### src/sv/joc_pkg.sv
// Shared types and constants for the joystick octant commander.
// Holds command codes, register indexes, field widths and reset values.
// No dependencies.
package joc_pkg;

    // Command codes carried in the result word
    typedef enum logic [3:0] {
        CMD_BRAKE = 4'd0,
        CMD_FR    = 4'd1,
        CMD_FX    = 4'd2,
        CMD_FF    = 4'd3,
        CMD_XF    = 4'd4,
        CMD_RF    = 4'd5,
        CMD_XR    = 4'd6,
        CMD_RR    = 4'd7,
        CMD_RX    = 4'd8
    } cmd_t;

    // Configuration register indexes
    localparam int unsigned CFG_IDX_W = 2;
    typedef logic [CFG_IDX_W-1:0] cfg_idx_t;
    localparam cfg_idx_t REG_DEAD_ZONE = 2'd0;
    localparam cfg_idx_t REG_RADIUS_SQ = 2'd1;
    localparam cfg_idx_t REG_HOLD_MS   = 2'd2;

    localparam int unsigned CFG_DATA_W = 16;

    // Register reset values
    localparam logic [6:0]  DEAD_ZONE_RST = 7'd15;
    localparam logic [15:0] RADIUS_SQ_RST = 16'd6400;
    localparam logic [15:0] HOLD_MS_RST   = 16'd2000;

    // Axis centre
    localparam logic [8:0] AXIS_CENTRE = 9'd128;

    // Word widths, rounded up to whole bytes
    localparam int unsigned S_DATA_W = 56;
    localparam int unsigned M_DATA_W = 32;

endpackage

### src/sv/joystick_octant_commander.sv
// Joystick octant commander: dead zone, button edges, sector sort and hold timer.
// Single module; depends on joc_pkg.
//
// A sample word goes through the stage A register, then the result register.
// One word per cycle unless m_tready stalls; stage A centres the axes and
// forms the squares, stage B does the sector compares, 32-bit hold timer, state.
// Reset (aresetn low, synchronous): both stages empty, registers at defaults,
// button history and held command cleared.
module joystick_octant_commander (
    input  logic                              aclk,
    input  logic                              aresetn,
    // sample channel
    input  logic                              s_tvalid,
    output logic                              s_tready,
    // [0] read_ok, [8:1] stick_x, [16:9] stick_y, [17] button_c, [18] button_z,
    // [50:19] now_ms, [55:51] zero
    input  logic [joc_pkg::S_DATA_W-1:0]      s_tdata,
    // result channel
    output logic                              m_tvalid,
    input  logic                              m_tready,
    // [0] report_valid, [8:1] move_x, [17:9] move_y, [18] left_press,
    // [19] left_release, [20] right_press, [21] right_release, [22] cmd_valid,
    // [26:23] cmd_code, [31:27] zero
    output logic [joc_pkg::M_DATA_W-1:0]      m_tdata,
    // configuration write channel
    input  logic                              cfg_valid,
    output logic                              cfg_ready,
    input  logic [joc_pkg::CFG_IDX_W-1:0]     cfg_index,
    input  logic [joc_pkg::CFG_DATA_W-1:0]    cfg_data
);
    import joc_pkg::*;

    // Configuration registers
    logic [6:0]  dead_zone_reg;
    logic [15:0] radius_sq_reg;
    logic [15:0] hold_ms_reg;

    // Stage A register (centred sample and squares)
    logic               a_valid_reg;
    logic               a_ok_reg;
    logic signed [8:0]  a_x_reg;
    logic signed [8:0]  a_y_reg;
    logic               a_c_reg;
    logic               a_z_reg;
    logic [31:0]        a_now_reg;
    logic [14:0]        a_x2_reg;
    logic [14:0]        a_y2_reg;
    logic [16:0]        a_s2_reg;

    // Item state
    logic        prev_c_reg;
    logic        prev_z_reg;
    logic [31:0] last_dir_reg;
    cmd_t        held_cmd_reg;
    logic        held_known_reg;

    // Result register
    logic                  m_valid_reg;
    logic [M_DATA_W-1:0]   m_data_reg;

    // Handshake
    logic out_free;
    logic adv;
    logic s_acc;

    assign out_free  = !m_valid_reg || m_tready;
    assign adv       = a_valid_reg && out_free;
    assign s_tready  = !a_valid_reg || out_free;
    assign s_acc     = s_tvalid && s_tready;
    assign cfg_ready = 1'b1;
    assign m_tvalid  = m_valid_reg;
    assign m_tdata   = m_data_reg;

    // Centre an axis and zero it inside the dead zone
    function automatic logic signed [8:0] centre_axis(input logic [7:0] raw,
                                                      input logic [6:0] dz);
        logic signed [8:0] v;
        logic [8:0]        neg;
        logic [7:0]        mag;
        v   = $signed({1'b0, raw} - AXIS_CENTRE);
        neg = 9'(-v);
        mag = v[8] ? neg[7:0] : v[7:0];
        return (mag < {1'b0, dz}) ? 9'sd0 : v;
    endfunction

    // Stage A: centre and square
    logic signed [8:0] sx_c, sy_c;
    logic [8:0]        sx_n, sy_n;
    logic [7:0]        ax, ay;
    logic [8:0]        axy;
    logic [15:0]       x2_full, y2_full;
    logic [17:0]       s2_full;

    always_comb begin
        sx_c    = centre_axis(s_tdata[8:1], dead_zone_reg);
        sy_c    = centre_axis(s_tdata[16:9], dead_zone_reg);
        sx_n    = 9'(-sx_c);
        sy_n    = 9'(-sy_c);
        ax      = sx_c[8] ? sx_n[7:0] : sx_c[7:0];
        ay      = sy_c[8] ? sy_n[7:0] : sy_c[7:0];
        axy     = {1'b0, ax} + {1'b0, ay};
        x2_full = 16'(ax) * 16'(ax);
        y2_full = 16'(ay) * 16'(ay);
        s2_full = 18'(axy) * 18'(axy);
    end

    // Stage B: sector sort, hold window and button edges
    logic [15:0] r_sq;
    logic        dir_hit;
    logic        new_dir;
    logic        near_x, near_y;
    cmd_t        sector;
    cmd_t        code;
    logic        known_eff;
    cmd_t        held_eff;
    logic [31:0] last_eff;
    logic [31:0] elapsed;
    logic        cmd_on;
    logic        lp, lr, rp, rr;
    logic signed [8:0] my;

    always_comb begin
        r_sq    = {1'b0, a_x2_reg} + {1'b0, a_y2_reg};
        dir_hit = r_sq > radius_sq_reg;
        new_dir = a_ok_reg && dir_hit;
        near_x  = a_s2_reg < {1'b0, a_x2_reg, 1'b0};
        near_y  = a_s2_reg < {1'b0, a_y2_reg, 1'b0};
        if (near_x) begin
            sector = (a_x_reg > 9'sd0) ? CMD_FR : CMD_RF;
        end else if (near_y) begin
            sector = (a_y_reg > 9'sd0) ? CMD_FF : CMD_RR;
        end else if (a_x_reg > 9'sd0) begin
            sector = (a_y_reg > 9'sd0) ? CMD_FX : CMD_RX;
        end else begin
            sector = (a_y_reg > 9'sd0) ? CMD_XF : CMD_XR;
        end
        code      = dir_hit ? sector : CMD_BRAKE;
        known_eff = held_known_reg || a_ok_reg;
        held_eff  = a_ok_reg ? code : held_cmd_reg;
        last_eff  = new_dir ? a_now_reg : last_dir_reg;
        // a fresh direction restarts the window, so it is always inside it
        elapsed   = a_now_reg - last_dir_reg;
        cmd_on    = known_eff && (new_dir || (elapsed <= {16'd0, hold_ms_reg}));
        lp        = a_ok_reg && a_c_reg && !prev_c_reg;
        lr        = a_ok_reg && !a_c_reg && prev_c_reg;
        rp        = a_ok_reg && a_z_reg && !prev_z_reg;
        rr        = a_ok_reg && !a_z_reg && prev_z_reg;
        my        = a_ok_reg ? 9'(-a_y_reg) : 9'sd0;
    end

    logic [M_DATA_W-1:0] m_data_next;
    always_comb begin
        m_data_next        = '0;
        m_data_next[0]     = a_ok_reg;
        m_data_next[8:1]   = a_ok_reg ? a_x_reg[7:0] : 8'd0;
        m_data_next[17:9]  = my;
        m_data_next[18]    = lp;
        m_data_next[19]    = lr;
        m_data_next[20]    = rp;
        m_data_next[21]    = rr;
        m_data_next[22]    = cmd_on;
        m_data_next[26:23] = cmd_on ? held_eff : CMD_BRAKE;
    end

    // Configuration writes
    always_ff @(posedge aclk) begin
        if (!aresetn) begin
            dead_zone_reg <= DEAD_ZONE_RST;
            radius_sq_reg <= RADIUS_SQ_RST;
            hold_ms_reg   <= HOLD_MS_RST;
        end else if (cfg_valid && cfg_ready) begin
            case (cfg_index)
                REG_DEAD_ZONE: dead_zone_reg <= cfg_data[6:0];
                REG_RADIUS_SQ: radius_sq_reg <= cfg_data;
                REG_HOLD_MS:   hold_ms_reg   <= cfg_data;
                default: ;
            endcase
        end
    end

    // Stage A register
    always_ff @(posedge aclk) begin
        if (!aresetn) begin
            a_valid_reg <= 1'b0;
        end else if (s_tready) begin
            a_valid_reg <= s_tvalid;
        end
        if (s_acc) begin
            a_ok_reg  <= s_tdata[0];
            a_x_reg   <= sx_c;
            a_y_reg   <= sy_c;
            a_c_reg   <= s_tdata[17];
            a_z_reg   <= s_tdata[18];
            a_now_reg <= s_tdata[50:19];
            a_x2_reg  <= x2_full[14:0];
            a_y2_reg  <= y2_full[14:0];
            a_s2_reg  <= s2_full[16:0];
        end
    end

    // Item state and result register
    always_ff @(posedge aclk) begin
        if (!aresetn) begin
            prev_c_reg     <= 1'b0;
            prev_z_reg     <= 1'b0;
            last_dir_reg   <= '0;
            held_cmd_reg   <= CMD_BRAKE;
            held_known_reg <= 1'b0;
            m_valid_reg    <= 1'b0;
        end else begin
            if (out_free) begin
                m_valid_reg <= a_valid_reg;
            end
            if (adv) begin
                m_data_reg     <= m_data_next;
                held_known_reg <= known_eff;
                held_cmd_reg   <= held_eff;
                last_dir_reg   <= last_eff;
                if (a_ok_reg) begin
                    prev_c_reg <= a_c_reg;
                    prev_z_reg <= a_z_reg;
                end
            end
        end
    end

`ifndef ASSERT_OFF
    // A known command never becomes unknown again
    a_known_sticky: assert property (@(posedge aclk) disable iff (!aresetn)
        held_known_reg |=> held_known_reg)
        else $error("held command lost its known flag");

    // With no command, the code field is brake
    a_code_idle: assert property (@(posedge aclk) disable iff (!aresetn)
        (m_valid_reg && !m_data_reg[22]) |-> (m_data_reg[26:23] == CMD_BRAKE))
        else $error("command code set without cmd_valid");

    // A failed read carries no motion and no edges
    a_bad_read: assert property (@(posedge aclk) disable iff (!aresetn)
        (m_valid_reg && !m_data_reg[0]) |-> (m_data_reg[21:1] == '0))
        else $error("motion or edges reported on a failed read");

    // A press and a release of one button never come together
    a_edges: assert property (@(posedge aclk) disable iff (!aresetn)
        m_valid_reg |-> !(m_data_reg[18] && m_data_reg[19])
                     && !(m_data_reg[20] && m_data_reg[21]))
        else $error("press and release on one button in one word");

    // A stage A word blocked by the result register stays put
    a_stage_hold: assert property (@(posedge aclk) disable iff (!aresetn)
        (a_valid_reg && !out_free) |=> a_valid_reg)
        else $error("stage A word dropped while result stalled");
`endif

endmodule
### config.mk
export PLATFORM = sky130hd
export DESIGN_NAME = joystick_octant_commander
export DESIGN_NICKNAME = d
export VERILOG_FILES = /design/src/sv/joc_pkg.sv /design/src/sv/joystick_octant_commander.sv
export SDC_FILE = /design/constraint.sdc
export NUM_CORES = 1
export LEC_CHECK = 0
export ABC_AREA = 0
export BUFFER_PORTS_ARGS = -buffer_cell sky130_fd_sc_hd__buf_4
export CAP_MARGIN = 20
export CORE_UTILIZATION = 50
export DETAILED_ROUTE_END_ITERATION = 10
export GPL_TIMING_DRIVEN = 0
export PLACE_DENSITY = 0.68
export REMOVE_ABC_BUFFERS = 1
export SKIP_CTS_REPAIR_TIMING = 1
export SLEW_MARGIN = 10
export SYNTH_ARGS = -nofsm -noshare
export SYNTH_HDL_FRONTEND = slang
export SYNTH_SLANG_ARGS = --single-unit
export TNS_END_PERCENT = 10
### constraint.sdc
create_clock -name aclk -period 9.08 [get_ports aclk]
set_clock_uncertainty 0.05 [all_clocks]
set_input_delay 0 -clock aclk [delete_from_list [all_inputs] [get_ports aclk]]
set_output_delay 0 -clock aclk [all_outputs]
set_load 0.05 [all_outputs]
==> out/metrics.cfg, run 1 <==
[status]
status=finished clean

[finish]
fillers=2870
final_common_cell=inv_1
stdcell_area_um2=19400
drive_above_1_share_pct=9.05
mostFrequentLayoutCells=273 x inv_1, 215 x nand2_1, 214 x ha_1, 140 x nor2_1, 119 x edfxtp_1
fin_nets=2398
synthToLayoutAreaGrowth_pct=15.9

[yosys]
yosys_register_bits=199
ys.flop_type=edfxtp_1
synth.distinct_cells=78
synth_edf_count=119
async_flop_share_pct=0
syn_area_per_cell_um2=9.08
synthCells=1847
synth_warnings=0
ys_seq_area_share_pct=30.9
syn_area_um2=16800

[worst_setup_path]
cpPeakStageDelay_ps=560
cp_top_family=adder cells
cpMaxStageDelayCell=fa_1
path_class=in2reg
crit_buf_inv=10
cp-end-kind=register
crit_top_cell=inv_1
cp.arrival_ps=8730
required_ps=9220
critPathLaunchType=input port
crit_fanout=14

[global_route]
grtUsageMet3_pct=3.17
grt-ovfl-total=0
grt_max_degree=82
antenna_found_initial=1
grt_pass1_wl_mm=61.1
grt_pass1_vias=12700
grt_busiest_layer=met2
grtUsageTotal_pct=22.7
grtUsageMet1_pct=28.1
met2_usage_pct=40.0

[pwr]
powerDensity_nw_per_um2=293
power_leakage_nw=8.76
ir_worst_vdd_mv=0.350

[sta]
hold_violations=0
slew_violations=0
post-route-min-period_ps=8590
min_period_over_period_pct=94.6
relSlewSlack_pct=46.1
setup_tns_ps=0
tightest_slew_ps=808
whs_ps=44.4
max_clock_freq_ghz=0.116
setup_viol=0

[clock_network]
cts_tree=built
htree_levels=4
clockRootBuffer=clkbuf_16
numClockSinks=199
cts.path.max_buffers=2
cts_made_buffers=17
clk_latency_ps=450
clk_pin_slew_ps=80

[floorplanning]
io_pins=114
die-width_um=185
coreArea_um2=32800
die_y_um=185
die-area_um2=34300
core.rowCount=66
initial_core_util_pct=51.2

[placement]
place_congestion=0.915
placed_area_um2=18000
io_buffer_count=102
dp_hpwl_mm=30.2

[flow_run]
cap_violations=0

[min_path]
hp-class=in2reg

[route]
drc=0
drtAntennaViolNets=0
drt-pass1-iter-count=5
wl_mm=38.6
drt_iter0_drc=788
routedWlPerCell_um=15.6
num_vias=13000
vias_per_cell=5.25

==> where the power goes <==
group          internal (mW)  total (mW)  switching, mW
clock                  0.364       0.731          0.367
sequential              1.24        1.34         0.0929
combinational           1.61        3.62           2.01
==> cells by family (layout without fill, tap and decap cells) <==
kind of cell	count (synthesis)	after routing	synth area share, %
other	2	23	0.0448
adders and majority gates	299	299	26.1
AOI/OAI and AO/OA	364	364	14.6
and+or+nand+nor	539	539	14.8
xor gates and xnor gates	104	104	5.43
muxes	8	8	0.485
DFF	199	199	30.9
buffers and inverters	332	498	7.70
==> stage by stage <==
step           std cells  util, %  setup WS, ps  power [mW]
4_1_cts             2389     56.5          -394        5.68
6_report            2476     59.3           489        5.69
3_5_place_dp        2357     54.8          -608        4.91
2_1_floorplan       1812        -          1010        4.12
3_3_place_gp        2356     54.6          -319        4.78
5_1_grt             2476     59.3         -23.5        6.29
==> worst register-to-register path: cells and delay by family, from the launching register on <==
| family | cells | cell delay [ps] |
|---|---|---|
| simple gates | 7 | 750 |
| xor+xnor | 2 | 440 |
| fa+ha+maj | 8 | 3310 |
| buf+inv | 8 | 1060 |
| flops | 1 | 310 |
| compound gates | 13 | 2050 |
| mux | 1 | 250 |
==> cell usage after synthesis (3+ instances only) <==
| library cell | count | share of area, % |
|---|---|---|
| nor2_1 | 141 | 3.2 |
| nor2b_1 | 26 | 0.97 |
| o41ai_1 | 3 | 0.16 |
| a31oi_1 | 10 | 0.37 |
| buf_2 | 3 | 0.089 |
| a21boi_0 | 65 | 2.9 |
| o22ai_1 | 6 | 0.22 |
| o21ai_0 | 54 | 1.6 |
| buf_4 | 6 | 0.27 |
| xnor2_1 | 72 | 3.8 |
| dfxtp_1 | 80 | 9.5 |
| o21bai_1 | 11 | 0.49 |
| and2_1 | 41 | 1.5 |
| o31ai_1 | 5 | 0.22 |
| fa_1 | 85 | 10 |
| a21o_1 | 32 | 1.4 |
| or2_2 | 6 | 0.22 |
| a21oi_1 | 81 | 2.4 |
| ha_1 | 214 | 16 |
| and4_1 | 4 | 0.21 |
| nor3b_1 | 4 | 0.18 |
| nor3_1 | 26 | 0.78 |
| nand3_1 | 15 | 0.45 |
| and3b_1 | 3 | 0.16 |
| a211oi_1 | 9 | 0.40 |
| nor4_1 | 10 | 0.37 |
| nand3b_1 | 3 | 0.13 |
| inv_1 | 277 | 6.2 |
| mux2i_1 | 7 | 0.42 |
| xor2_1 | 32 | 1.7 |
| a22oi_1 | 3 | 0.13 |
| o211ai_1 | 21 | 0.94 |
| nand2b_1 | 13 | 0.48 |
| o21a_1 | 28 | 1.3 |
| nand2_1 | 217 | 4.9 |
| and3_1 | 6 | 0.22 |
| nand4_1 | 14 | 0.52 |
| clkbuf_1 | 42 | 0.94 |
| edfxtp_1 | 119 | 21 |
==> path summary, 6_finish.rpt <==
check	startpoint	end	slack, ps	depth (start not counted)
max	s_tdata[8]	a_s2_reg[16]	490	41
min	s_tdata[11]	a_y_reg[2]	40	2
max reg2reg	dead_zone_reg[1]	a_s2_reg[16]	630	39
min reg2reg	held_known_reg	held_known_reg	420	2
==> cell type report <==
cell class	count	area (um2)	area share, %
clock buffer	18	429	2.21
antenna	1	2.50	0.0129
multi-input combinational	1336	10500	53.9
sequential	199	5170	26.6
clock inverter	14	135	0.695
timing repair buffer	189	1620	8.35
inverter	277	1050	5.39
tap	442	553	2.84
==> routing by layer <==
metal,share of wire [%],up-vias
li1,-,6534
met1,45,6179
met2,49,222
met3,3.3,66
met4,2.9,0
met5,0,-
No activity file was read; power rests on OpenSTA's default activity.
==> run 2, diff against run 1 <==
==> constraint.sdc (replaced) <==
create_clock -name aclk -period 9.08 [get_ports aclk]
set_clock_uncertainty 0.05 [all_clocks]
set_input_delay 1.362 -clock aclk [delete_from_list [all_inputs] [get_ports aclk]]
set_output_delay 1.362 -clock aclk [all_outputs]
set_load 0.05 [all_outputs]
==> run 2 against run 1 <==
  * Maximum frequency fell by 4.0%
  * Core utilization fell by 0.12 points
  * Clock power barely moved
  * Combinational power rose by 10%
  * Sequential share of layout area rose by 0.055 points
==> out/metrics.cfg, run 2 (same netlist as run 1, synthesis figures left out) <==
[sta]
setup_tns_ps=0
setup_slack_ps=133
whs_ps=416
post-route-min-period_ps=8950
relSlewSlack_pct=47.7
min_period_over_period_pct=98.5
hold_violations=0
max_clock_freq_ghz=0.112
setup_viol=0
tightest_slew_ps=785
rsz0062_at_grt=true
slew_violations=0

[worst_setup_path]
cpPeakStageDelay_ps=550
critPathLaunchType=input port
cp-end-kind=register
cpMaxStageDelayCell=fa_1
r2r-end=a_s2_reg[15]
r2r_start=dead_zone_reg[1]
crit_fanout=7
path_class=in2reg
crit_buf_inv=9
crit_cells=40
required_ps=9220
cp-startpoint=s_tdata[4]
r2r_slack_ps=1220
reg2reg_depth=38
cp.arrival_ps=9090
cp_top_family=adder cells

[global_route]
grtUsageTotal_pct=22.7
grt_pass1_wl_mm=61.1
grt_pass1_vias=12700
antenna_found_initial=0
grt-ovfl-total=0
grt_max_degree=82

[route]
wl_met2_mm=19.1
highest_layer=met4
num_vias=13000
wl_met1_mm=16.7
vias_per_cell=5.32
routedWlPerCell_um=15.8
drc=0
drt-pass1-iter-count=5
wl_mm=38.6
wl_met3_mm=1.68
drt_iter0_drc=809
drtAntennaViolNets=0

[placement]
place_ws_ps=-1970
io_buffer_count=102
place_congestion=0.915
dp_hpwl_mm=30.2

[floorplanning]
die-area_um2=34300
die_y_um=185
io_pins=114
initial_core_util_pct=51.2
die-width_um=185
core.rowCount=66
coreArea_um2=32800

[finish]
synthToLayoutAreaGrowth_pct=15.7
mostFrequentLayoutCells=261 x inv_1, 208 x nand2_1, 203 x ha_1, 148 x buf_4, 137 x nor2_1
fin_nets=2363
final_common_cell=inv_1
fin_util_pct=59.2
drive_above_1_share_pct=14.5
diodes=0

[pwr]
power_leakage_nw=8.68
total_power_mw=6.06
ir_worst_vdd_mv=0.323
powerDensity_nw_per_um2=312

[clock_network]
clockRootBuffer=clkbuf_16
clk_pin_slew_ps=80
cts.path.max_buffers=2
htree_levels=4
cts_tree=built
cts_made_buffers=17
numClockSinks=199
clk_latency_ps=440

[status]
status=finished clean

[min_path]
min_from=held_known_reg
hp-class=reg2reg
hold_depth=2
min_to=held_known_reg

[flow_run]
cap_violations=0

[run 2: cell count changes in the layout (fill, tap and decap cells not counted), sizes merged]
cell	before	now
diode	1	0
buf	114	153
clkinvlp	2	3
dlygate4sd3	74	0
inv	283	282
[run 2: where the power goes]
part / total (mW) / switching, mW / internal [mW]
combinational: 3.99 / 2.18 / 1.82
clock: 0.730 / 0.366 / 0.364
sequential: 1.34 / 0.0930 / 1.25
total: 6.06 / 2.63 / 3.43
[run 2: per-stage QoR]
stage / cells / instance area (um2)
floorplan: 1812 / 16600
global placement: 2356 / 17900
detailed placement: 2357 / 18000
CTS: 2389 / 18500
global route: 2440 / 19400
finish: 2440 / 19400
[run 2: layer usage]
metal	global-route usage [%]	up-vias
met5	0	-
met2	40.0	252
li1	-	6464
met1	28.1	6185
met3	3.17	74
met4	8.23	0
[run 2: worst max-delay path by stage]
stage | to | slack [ps]
2_1_floorplan | a_s2_reg[16] | -350
3_3_place_gp | a_s2_reg[16] | -1680
3_5_place_dp | a_s2_reg[16] | -1970
4_1_cts | a_s2_reg[16] | -1510
5_1_grt | a_s2_reg[15] | -200
6_report | a_s2_reg[15] | 130
[run 2: worst register-to-register path: cells and delay by family, from the launching register on]
| family | cells | cell delay (ps) |
|---|---|---|
| compound gates | 11 | 1720 |
| xor+xnor | 2 | 340 |
| fa+ha+maj | 8 | 3100 |
| buf+inv | 8 | 1030 |
| flops | 1 | 300 |
| mux | 1 | 210 |
| simple gates | 8 | 840 |
[run 2: final cells by class]
cell class                      instances  area (um2)
Timing Repair Buffer                  154        1190
Fill cell                            2828       13400
Inverter                              277        1060
Tap cell                              442         553
Multi-Input combinational cell       1336       10900
Clock inverter                         14         135
Sequential cell                       199        5170
Clock buffer                           18         429
